<file path="config.mk">
export PLATFORM = sky130hd
export DESIGN_NAME = log10_x10000_table_interp_top
export DESIGN_NICKNAME = d
export VERILOG_FILES = /design/src/rtl/lgti_pkg.sv /design/src/rtl/log10_x10000_table_interp_top.sv /design/src/rtl/lgti_ctrl.sv /design/src/rtl/lgti_dp.sv
export SDC_FILE = /design/constraint.sdc
export NUM_CORES = 1
export LEC_CHECK = 0
export ABC_AREA = 1
export ABC_CLOCK_PERIOD_IN_PS = 5700
export BUFFER_PORTS_ARGS = -buffer_cell sky130_fd_sc_hd__clkbuf_2
export CAP_MARGIN = 20
export CORE_UTILIZATION = 42
export CTS_BUF_LIST = sky130_fd_sc_hd__clkbuf_4 sky130_fd_sc_hd__clkbuf_8 sky130_fd_sc_hd__clkbuf_16
export CTS_CLUSTER_SIZE = 40
export DETAILED_ROUTE_END_ITERATION = 6
export GPL_TIMING_DRIVEN = 1
export PLACE_DENSITY_LB_ADDON = 0.12
export SETUP_SLACK_MARGIN = 0.2
export SLEW_MARGIN = 10
export SYNTH_ARGS = -nofsm -noshare
export SYNTH_HDL_FRONTEND = slang
export SYNTH_SLANG_ARGS = --single-unit
</file>
<file path="constraint.sdc">
create_clock -name clk -period 5.7 [get_ports clk]
set_input_delay 0 -clock clk [delete_from_list [all_inputs] [get_ports clk]]
set_output_delay 0 -clock clk [all_outputs]
set_load 0.05 [all_outputs]
</file>
<file path="src/rtl/lgti_pkg.sv">
package lgti_pkg;

  localparam int LUX_W  = 32;
  localparam int LOG_W  = 16;
  localparam int POW_W  = 20;
  localparam int DVD_W  = 29;
  localparam int QUO_W  = 9;
  localparam int ROM_W  = 14;
  localparam int DIFF_W = 9;
  localparam int ROM_N  = 91;
  localparam int IDX_W  = 7;
  localparam int DEC_W  = 3;
  localparam int CNT_W  = 4;
  localparam int DEC_MAX = 6;

  localparam logic [LUX_W-1:0] SAT_LIMIT      = 32'd3576000;
  localparam logic [LOG_W-1:0] SAT_VALUE      = 16'd65534;
  localparam logic [LOG_W-1:0] DECADE_WEIGHT  = 16'd10000;
  localparam logic [QUO_W-1:0] MANT_MIN       = 9'd10;
  localparam logic [QUO_W-1:0] MANT_MAX       = 9'd99;
  localparam logic [CNT_W-1:0] DIV_LAST       = CNT_W'(QUO_W - 1);

  localparam logic [POW_W-1:0] POW10 [DEC_MAX+1] = '{
    20'd1, 20'd10, 20'd100, 20'd1000, 20'd10000, 20'd100000, 20'd1000000
  };

  localparam logic [ROM_W-1:0] LOG_ROM [ROM_N] = '{
        0,  414,  792, 1139, 1461, 1761, 2041, 2304, 2553, 2788,
     3010, 3222, 3424, 3617, 3802, 3979, 4150, 4314, 4472, 4624,
     4771, 4914, 5052, 5185, 5315, 5441, 5563, 5682, 5798, 5911,
     6021, 6128, 6232, 6335, 6435, 6532, 6628, 6721, 6812, 6902,
     6990, 7076, 7160, 7243, 7324, 7404, 7482, 7559, 7634, 7709,
     7782, 7853, 7924, 7993, 8062, 8129, 8195, 8261, 8325, 8388,
     8451, 8513, 8573, 8633, 8692, 8751, 8808, 8865, 8921, 8976,
     9031, 9085, 9138, 9191, 9243, 9294, 9345, 9395, 9445, 9494,
     9542, 9590, 9638, 9685, 9731, 9777, 9823, 9868, 9912, 9956,
    10000
  };

  typedef struct packed {
    logic load;
    logic div_step;
    logic lut;
    logic mul;
    logic fin;
  } ctl_cmd_t;

  typedef struct packed {
    logic special;
  } ctl_sts_t;

  function automatic logic [DEC_W-1:0] decade_of(input logic [LUX_W-1:0] x);
    logic [DEC_W-1:0] d;
    d = '0;
    for (int k = 1; k <= DEC_MAX; k++) begin
      if (x >= LUX_W'(POW10[k])) begin
        d = d + 1'b1;
      end
    end
    return d;
  endfunction

endpackage

</file>
<file path="src/rtl/log10_x10000_table_interp_top.sv">
// Fixed-point base-ten logarithm: out_log_scaled approximates 10000 * log10(in_lux_value) by table interpolation.
// A transfer in happens at a rising edge where start is high and busy is low;
// in_lux_value is sampled at that edge and busy stays high until the result is out.
// The result appears on out_log_scaled for exactly one cycle with out_valid high,
// and the receiver takes it at the edge that ends that cycle; it cannot stall.
// A zero input gives 0, and inputs of 3576000 or more give 65534.
// For ordinary inputs the work from the accepting edge to the out_valid cycle runs:
// one restoring divide of nine compare-subtract steps forms the two-digit
// mantissa, a table lookup and one multiply form the interpolation numerator,
// and the same divide unit runs nine more steps to round the interpolation.
// Zero and saturated inputs skip the divides, lookup and multiply and go straight to the result.
// One item is in flight at a time; busy falls in the out_valid cycle, so a new
// item can be accepted while the previous result is being presented.
// A synchronous reset on rst_n returns the controller to idle and clears
// out_valid; a result in progress is dropped.
module log10_x10000_table_interp_top (
  input  logic                        clk,
  input  logic                        rst_n,
  input  logic                        start,
  output logic                        busy,
  input  logic [lgti_pkg::LUX_W-1:0]  in_lux_value,
  output logic                        out_valid,
  output logic [lgti_pkg::LOG_W-1:0]  out_log_scaled
);
  import lgti_pkg::*;

  ctl_cmd_t cmd;
  ctl_sts_t sts;

  lgti_ctrl u_ctrl (
    .clk   (clk),
    .rst_n (rst_n),
    .start (start),
    .busy  (busy),
    .sts   (sts),
    .cmd   (cmd)
  );

  lgti_dp u_dp (
    .clk            (clk),
    .rst_n          (rst_n),
    .cmd            (cmd),
    .sts            (sts),
    .in_lux_value   (in_lux_value),
    .out_valid      (out_valid),
    .out_log_scaled (out_log_scaled)
  );

  a_strobe_single: assert property (@(posedge clk) disable iff (!rst_n)
    out_valid |=> !out_valid)
    else $error("out_valid held for more than one cycle");

  a_result_after_busy: assert property (@(posedge clk) disable iff (!rst_n)
    out_valid |-> $past(busy) && !busy)
    else $error("result presented without a finished computation");

  a_accept_goes_busy: assert property (@(posedge clk) disable iff (!rst_n)
    (start && !busy) |=> busy)
    else $error("accepted item did not start the controller");

  a_result_range: assert property (@(posedge clk) disable iff (!rst_n)
    out_valid |-> out_log_scaled <= SAT_VALUE)
    else $error("result above the saturation value");

endmodule

</file>
<file path="src/rtl/lgti_ctrl.sv">
module lgti_ctrl (
  input  logic              clk,
  input  logic              rst_n,
  input  logic              start,
  output logic              busy,
  input  lgti_pkg::ctl_sts_t sts,
  output lgti_pkg::ctl_cmd_t cmd
);
  import lgti_pkg::*;

  localparam logic [2:0] S_IDLE = 3'd0;
  localparam logic [2:0] S_DIV1 = 3'd1;
  localparam logic [2:0] S_LUT  = 3'd2;
  localparam logic [2:0] S_MUL  = 3'd3;
  localparam logic [2:0] S_DIV2 = 3'd4;
  localparam logic [2:0] S_FIN  = 3'd5;

  logic [2:0]       state_r, state_nxt;
  logic [CNT_W-1:0] cnt_r, cnt_nxt;

  assign busy = (state_r != S_IDLE);

  always_comb begin
    state_nxt = state_r;
    cnt_nxt   = cnt_r;
    cmd       = '0;
    unique case (state_r)
      S_IDLE: begin
        if (start) begin
          cmd.load  = 1'b1;
          cnt_nxt   = '0;
          state_nxt = S_DIV1;
        end
      end
      S_DIV1: begin
        if (sts.special) begin
          state_nxt = S_FIN;
        end else begin
          cmd.div_step = 1'b1;
          if (cnt_r == DIV_LAST) begin
            state_nxt = S_LUT;
          end else begin
            cnt_nxt = cnt_r + 1'b1;
          end
        end
      end
      S_LUT: begin
        cmd.lut   = 1'b1;
        state_nxt = S_MUL;
      end
      S_MUL: begin
        cmd.mul   = 1'b1;
        cnt_nxt   = '0;
        state_nxt = S_DIV2;
      end
      S_DIV2: begin
        cmd.div_step = 1'b1;
        if (cnt_r == DIV_LAST) begin
          state_nxt = S_FIN;
        end else begin
          cnt_nxt = cnt_r + 1'b1;
        end
      end
      S_FIN: begin
        cmd.fin   = 1'b1;
        state_nxt = S_IDLE;
      end
      default: begin
        state_nxt = S_IDLE;
      end
    endcase
  end

  always_ff @(posedge clk) begin
    if (!rst_n) begin
      state_r <= S_IDLE;
      cnt_r   <= '0;
    end else begin
      state_r <= state_nxt;
      cnt_r   <= cnt_nxt;
    end
  end

endmodule

</file>
<file path="src/rtl/lgti_dp.sv">
module lgti_dp (
  input  logic                        clk,
  input  logic                        rst_n,
  input  lgti_pkg::ctl_cmd_t          cmd,
  output lgti_pkg::ctl_sts_t          sts,
  input  logic [lgti_pkg::LUX_W-1:0]  in_lux_value,
  output logic                        out_valid,
  output logic [lgti_pkg::LOG_W-1:0]  out_log_scaled
);
  import lgti_pkg::*;

  logic [DEC_W-1:0]  dec_r;
  logic [POW_W-1:0]  p_r;
  logic              zero_r, sat_r;
  logic [DVD_W-1:0]  rem_r, rem_nxt;
  logic [DVD_W-1:0]  dvs_r, dvs_nxt;
  logic [QUO_W-1:0]  q_r, q_nxt;
  logic [ROM_W-1:0]  base_r;
  logic [DIFF_W-1:0] diff_r;
  logic [POW_W-1:0]  r_r;
  logic              valid_r;
  logic [LOG_W-1:0]  res_r;

  logic [DEC_W-1:0]  dec_in;
  logic [POW_W-1:0]  p_in;
  logic [LUX_W-1:0]  t_in;
  logic [QUO_W-1:0]  mant;
  logic [IDX_W-1:0]  idx;
  logic [ROM_W-1:0]  rom_lo, rom_hi;
  logic [DVD_W-1:0]  prod, num;
  logic [LOG_W-1:0]  sum;

  assign sts.special = zero_r | sat_r;

  assign dec_in = decade_of(in_lux_value);
  assign p_in   = POW10[dec_in];
  assign t_in   = (in_lux_value << 3) + (in_lux_value << 1);

  always_comb begin
    rem_nxt = rem_r;
    q_nxt   = {q_r[QUO_W-2:0], 1'b0};
    if (rem_r >= dvs_r) begin
      rem_nxt = rem_r - dvs_r;
      q_nxt   = {q_r[QUO_W-2:0], 1'b1};
    end
    dvs_nxt = dvs_r >> 1;
  end

  always_comb begin
    mant = q_r;
    if (mant < MANT_MIN) begin
      mant = MANT_MIN;
    end
    if (mant > MANT_MAX) begin
      mant = MANT_MAX;
    end
    idx    = IDX_W'(mant - MANT_MIN);
    rom_lo = LOG_ROM[idx];
    rom_hi = LOG_ROM[IDX_W'(idx + 1'b1)];
  end

  assign prod = diff_r * r_r;
  assign num  = prod + DVD_W'(p_r >> 1);
  assign sum  = LOG_W'(dec_r) * DECADE_WEIGHT + LOG_W'(base_r) + LOG_W'(q_r);

  always_ff @(posedge clk) begin
    if (cmd.load) begin
      dec_r  <= dec_in;
      p_r    <= p_in;
      zero_r <= (in_lux_value == '0);
      sat_r  <= (in_lux_value >= SAT_LIMIT);
      rem_r  <= t_in[DVD_W-1:0];
      dvs_r  <= DVD_W'(p_in) << (QUO_W - 1);
      q_r    <= '0;
    end else if (cmd.div_step) begin
      rem_r <= rem_nxt;
      dvs_r <= dvs_nxt;
      q_r   <= q_nxt;
    end else if (cmd.lut) begin
      base_r <= rom_lo;
      diff_r <= DIFF_W'(rom_hi - rom_lo);
      r_r    <= rem_r[POW_W-1:0];
    end else if (cmd.mul) begin
      rem_r <= num;
      dvs_r <= DVD_W'(p_r) << (QUO_W - 1);
      q_r   <= '0;
    end
    if (cmd.fin) begin
      if (zero_r) begin
        res_r <= '0;
      end else if (sat_r) begin
        res_r <= SAT_VALUE;
      end else begin
        res_r <= sum;
      end
    end
  end

  always_ff @(posedge clk) begin
    if (!rst_n) begin
      valid_r <= 1'b0;
    end else begin
      valid_r <= cmd.fin;
    end
  end

  assign out_valid      = valid_r;
  assign out_log_scaled = res_r;

endmodule

</file>
==> impl_metrics.json <==
{
  "status": "complete, no violations",
  "fmax_ghz": 0.187,
  "power.density_nw_per_um2": 311,
  "setup-tns-final_ns": 0,
  "r2r_start": "u_dp.r_r[3]",
  "vdd_ir_drop_max_uv": 221,
  "syn-num-nets": 3093,
  "ys_seq_area_share_pct": 21.4,
  "required_ns": 5.92,
  "hp-start": "in_lux_value[2]",
  "ys_seq_elements": 151,
  "dr_total_vias": 19100,
  "cts.reportedPaths.clkPinSlew_ns": 0.08,
  "post-route-min-period_ns": 5.33,
  "min_path_type": "in -> reg",
  "power_frac_seq_pct": 26.4,
  "numCtsBuffers": 17,
  "rrSetupSlack_ns": 0.37,
  "grt_overflow": 0,
  "synthMuxAreaShare_pct": 0,
  "p_sw_share_pct": 48.9,
  "antenna_found_initial": 3,
  "die-area_um2": 48600,
  "rsz0062_at_grt": "yes",
  "routed_via_density": 5.47,
  "syn_area_um2": 20100,
  "critPathLaunchType": "flip-flop",
  "r2r_end": "u_dp.rem_r[10]",
  "io_pins": 53,
  "reg2reg_depth": 20,
  "synth_xor_area_share_pct": 2.43,
  "ant_nets": 0,
  "yosysUniqueCellTypes": 60,
  "drive_gt1_share_pct": 14.3,
  "fin_worst_skew_ns": 0.0142,
  "dp_hpwl_um": 52400,
  "grt_util_all_layers_pct": 27.5,
  "clockPowerShare_pct": 16.1,
  "hold_end": "u_dp.zero_r",
  "slew_headroom_pct": 38.3,
  "cts_tree": "yes",
  "synth_fa_ha_area_share_pct": 26.9,
  "fill_cells": 4727,
  "syn_to_final_growth_pct": 14.7,
  "power.internal_uw": 3660,
  "combPwrFrac_pct": 57.5,
  "clk_latency_ns": 0.46,
  "drtIter0Drc": 1681,
  "grt_max_degree": 52,
  "worst_pin_slew_ns": 0.918,
  "min_period_over_period_pct": 93.6,
  "p_sw_uw": 3510,
  "drv_slew": 0,
  "whs_ns": 0.00899,
  "maxCapViolations": 0,
  "num_rows": 79,
  "final_hold_viol_count": 0,
  "grt_pass1_wl_um": 102000,
  "hold_depth": 4,
  "io_buffers": 52,
  "gp_congestion": 0.969,
  "firstDrtPassIters": 5,
  "setup_violations": 0,
  "drc": 0,
  "die_height_um": 221,
  "avgSynthCellArea_um2": 7.38,
  "htreeDepth": 4,
  "root_buffer": "clkbuf_16",
  "die_w_um": 221,
  "grt_pass1_vias": 18300,
  "cp_max_fo": 5,
  "power.leakage_uw": 0.0114,
  "start_util_pct": 42.8,
  "wl_per_cell_um": 18.7,
  "wirelength_um": 65300,
  "critPathCaptureType": "flip-flop",
  "clock_path_buffers": 2,
  "final_nets": 3241,
  "synth-compound-area-share_pct": 15.1,
  "core_um2": 46900,
  "syn_inst": 2719,
  "synth_top_family_by_area": "adder cells",
  "crit_arrival_ns": 5.56,
  "path_class": "reg -> reg",
  "numClockSinks": 151,
  "synth-simple-area-share_pct": 23.7,
  "yosys_warnings": 0,
  "n_antenna_cell": 0
}
## worst max-delay path by stage
stage	from	end	slack, ns	cells past startpoint
finish	u_dp.r_r[3]	u_dp.rem_r[10]	0.37	20
global route	u_dp.diff_r[7]	u_dp.rem_r[26]	0.14	19
CTS	u_dp.q_r[2]	u_dp.diff_r[8]	0.20	34
detailed placement	u_dp.diff_r[2]	u_dp.rem_r[20]	0.04	19
global placement	u_dp.diff_r[2]	u_dp.rem_r[28]	0.09	21
floorplan	u_dp.q_r[8]	u_dp.diff_r[8]	0.50	33
## metal layers
metal	up-vias	GRT usage, %	part of all wire [%]
met4	0	6.46	1.8
met5	-	0	0
met1	9102	41.8	48
li1	9191	-	-
met2	699	41.2	43
met3	75	3.29	7.0
## per-stage QoR
step	area [um2]	instances	total power [uW]	worst slack, ns	util [%]
4_1_cts	22400	3460	7010	0.203	47.9
2_1_floorplan	20100	2719	4490	0.498	-
5_1_grt	23000	3487	7690	0.144	49.1
3_5_place_dp	21800	3422	5840	0.0418	46.5
6_report	23000	3487	7160	0.366	49.1
3_3_place_gp	21800	3422	5820	0.0864	46.5
## power groups by stage
stage	registers, uW	clock network, uW	logic (uW)
floorplan	1800	0	2690
global placement	1900	0	3920
CTS	1880	1170	3960
detailed placement	1910	0	3930
global route	1910	1210	4580
finish	1890	1150	4120
## layout by cell type, fill, tap and decap left out, drive strengths merged, types with 2 or more instances in the layout
cell           n
a22oi         11
o21bai        11
o21ai        207
clkbuf        71
clkinvlp       2
nand3b         9
nand4         16
nand3        162
a21oi        174
nor2         187
nor4          11
o22ai         19
fa           154
o21a           7
a221oi         4
edfxtp       126
a31oi         15
nand2        685
o211ai        37
buf          165
xor2          32
a21o          11
ha           185
o221ai         6
or2           16
o311ai         2
dlygate4sd3    3
clkinv         6
a31o           3
xnor2         19
dfxtp         25
a211oi         6
inv          453
o31ai         10
nor3          23
## worst max-delay path, stage by stage (launching register included)
cell      delay (ns)
edfxtp_1        0.47
buf_4           0.20
nand2_1         0.06
inv_1           0.04
fa_1            0.36
inv_1           0.11
fa_1            0.41
fa_1            0.48
fa_1            0.55
inv_1           0.06
fa_1            0.46
ha_1            0.38
a21oi_2         0.20
o21ai_1         0.11
a21oi_1         0.24
o21ai_2         0.13
o21ai_0         0.41
buf_4           0.18
o21ai_0         0.08
nand2_1         0.10
nand2_1         0.05
## timing repair
item	CTS	global route
gates resized for setup	5	93
hold buffers	3	0
endpoints found under the hold margin	9	0
endpoints found under the setup margin	11	20
pin swaps	0	26
setup buffers	3	26
## kinds of logic after synthesis
family,count (synthesis)
flip-flops,151
AO/OA/AOI/OAI,528
AND/OR/NAND/NOR,1111
XOR/XNOR,51
adder cells (fa/ha/maj),339
buffers and inverters,539
## flip-flops by register name, summed over array words and instances (netlist names)
name,flops
u_dp.r_r,20
u_ctrl.cnt_r,4
u_ctrl.state_r,3
u_dp.sat_r,1
u_dp.base_r,14
u_dp.zero_r,1
u_dp.rem_r,29
u_dp.diff_r,9
u_dp.dec_r,3
u_dp.out_log_scaled,16
u_dp.dvs_r,28
u_dp.out_valid,1
u_dp.p_r,13
u_dp.q_r,9
## synth_stat cells, drive strengths merged
library cell  count  share of area (%)
a21oi           174                4.4
a31o              3               0.13
o2111ai           1              0.044
a32oi             1              0.044
nand4            16               0.50
a31oi            15               0.47
o22ai            19               0.59
nand3           162                4.2
nor3b             1              0.037
xor2             32                1.5
or2              16               0.50
inv             444                8.3
nor2            187                4.0
nor4             11               0.34
nand2           685                 13
a311oi            1              0.044
a21boi            1              0.037
o221ai            6               0.26
nand3b            9               0.34
o21a              7               0.26
clkbuf           59                1.1
buf              34                1.0
o311ai            2              0.087
ha              185                 12
o21bai           11               0.43
a211oi            6               0.22
fa              154                 15
edfxtp          126                 19
o21ai           207                5.2
a22oi            11               0.41
xnor2            19               0.92
a21o             11               0.41
nor3             23               0.62
a221oi            4               0.17
o211ai           37                1.4
and2              1              0.031
o31ai            10               0.37
dfxtp            25                2.5
clkinv            2              0.037
a2bb2oi           1              0.044
## area by class of cell
type                            instances  area (um2)  area share [%]
Multi-Input combinational cell       2029       14100            61.1
Sequential cell                       151        4280            18.6
Inverter                              446        1680            7.30
Timing Repair Buffer                  222        1650            7.17
Tap cell                              607         759            3.30
Clock buffer                           17         425            1.85
Clock inverter                         15         155           0.674
(Power assumes the default switching activity.)
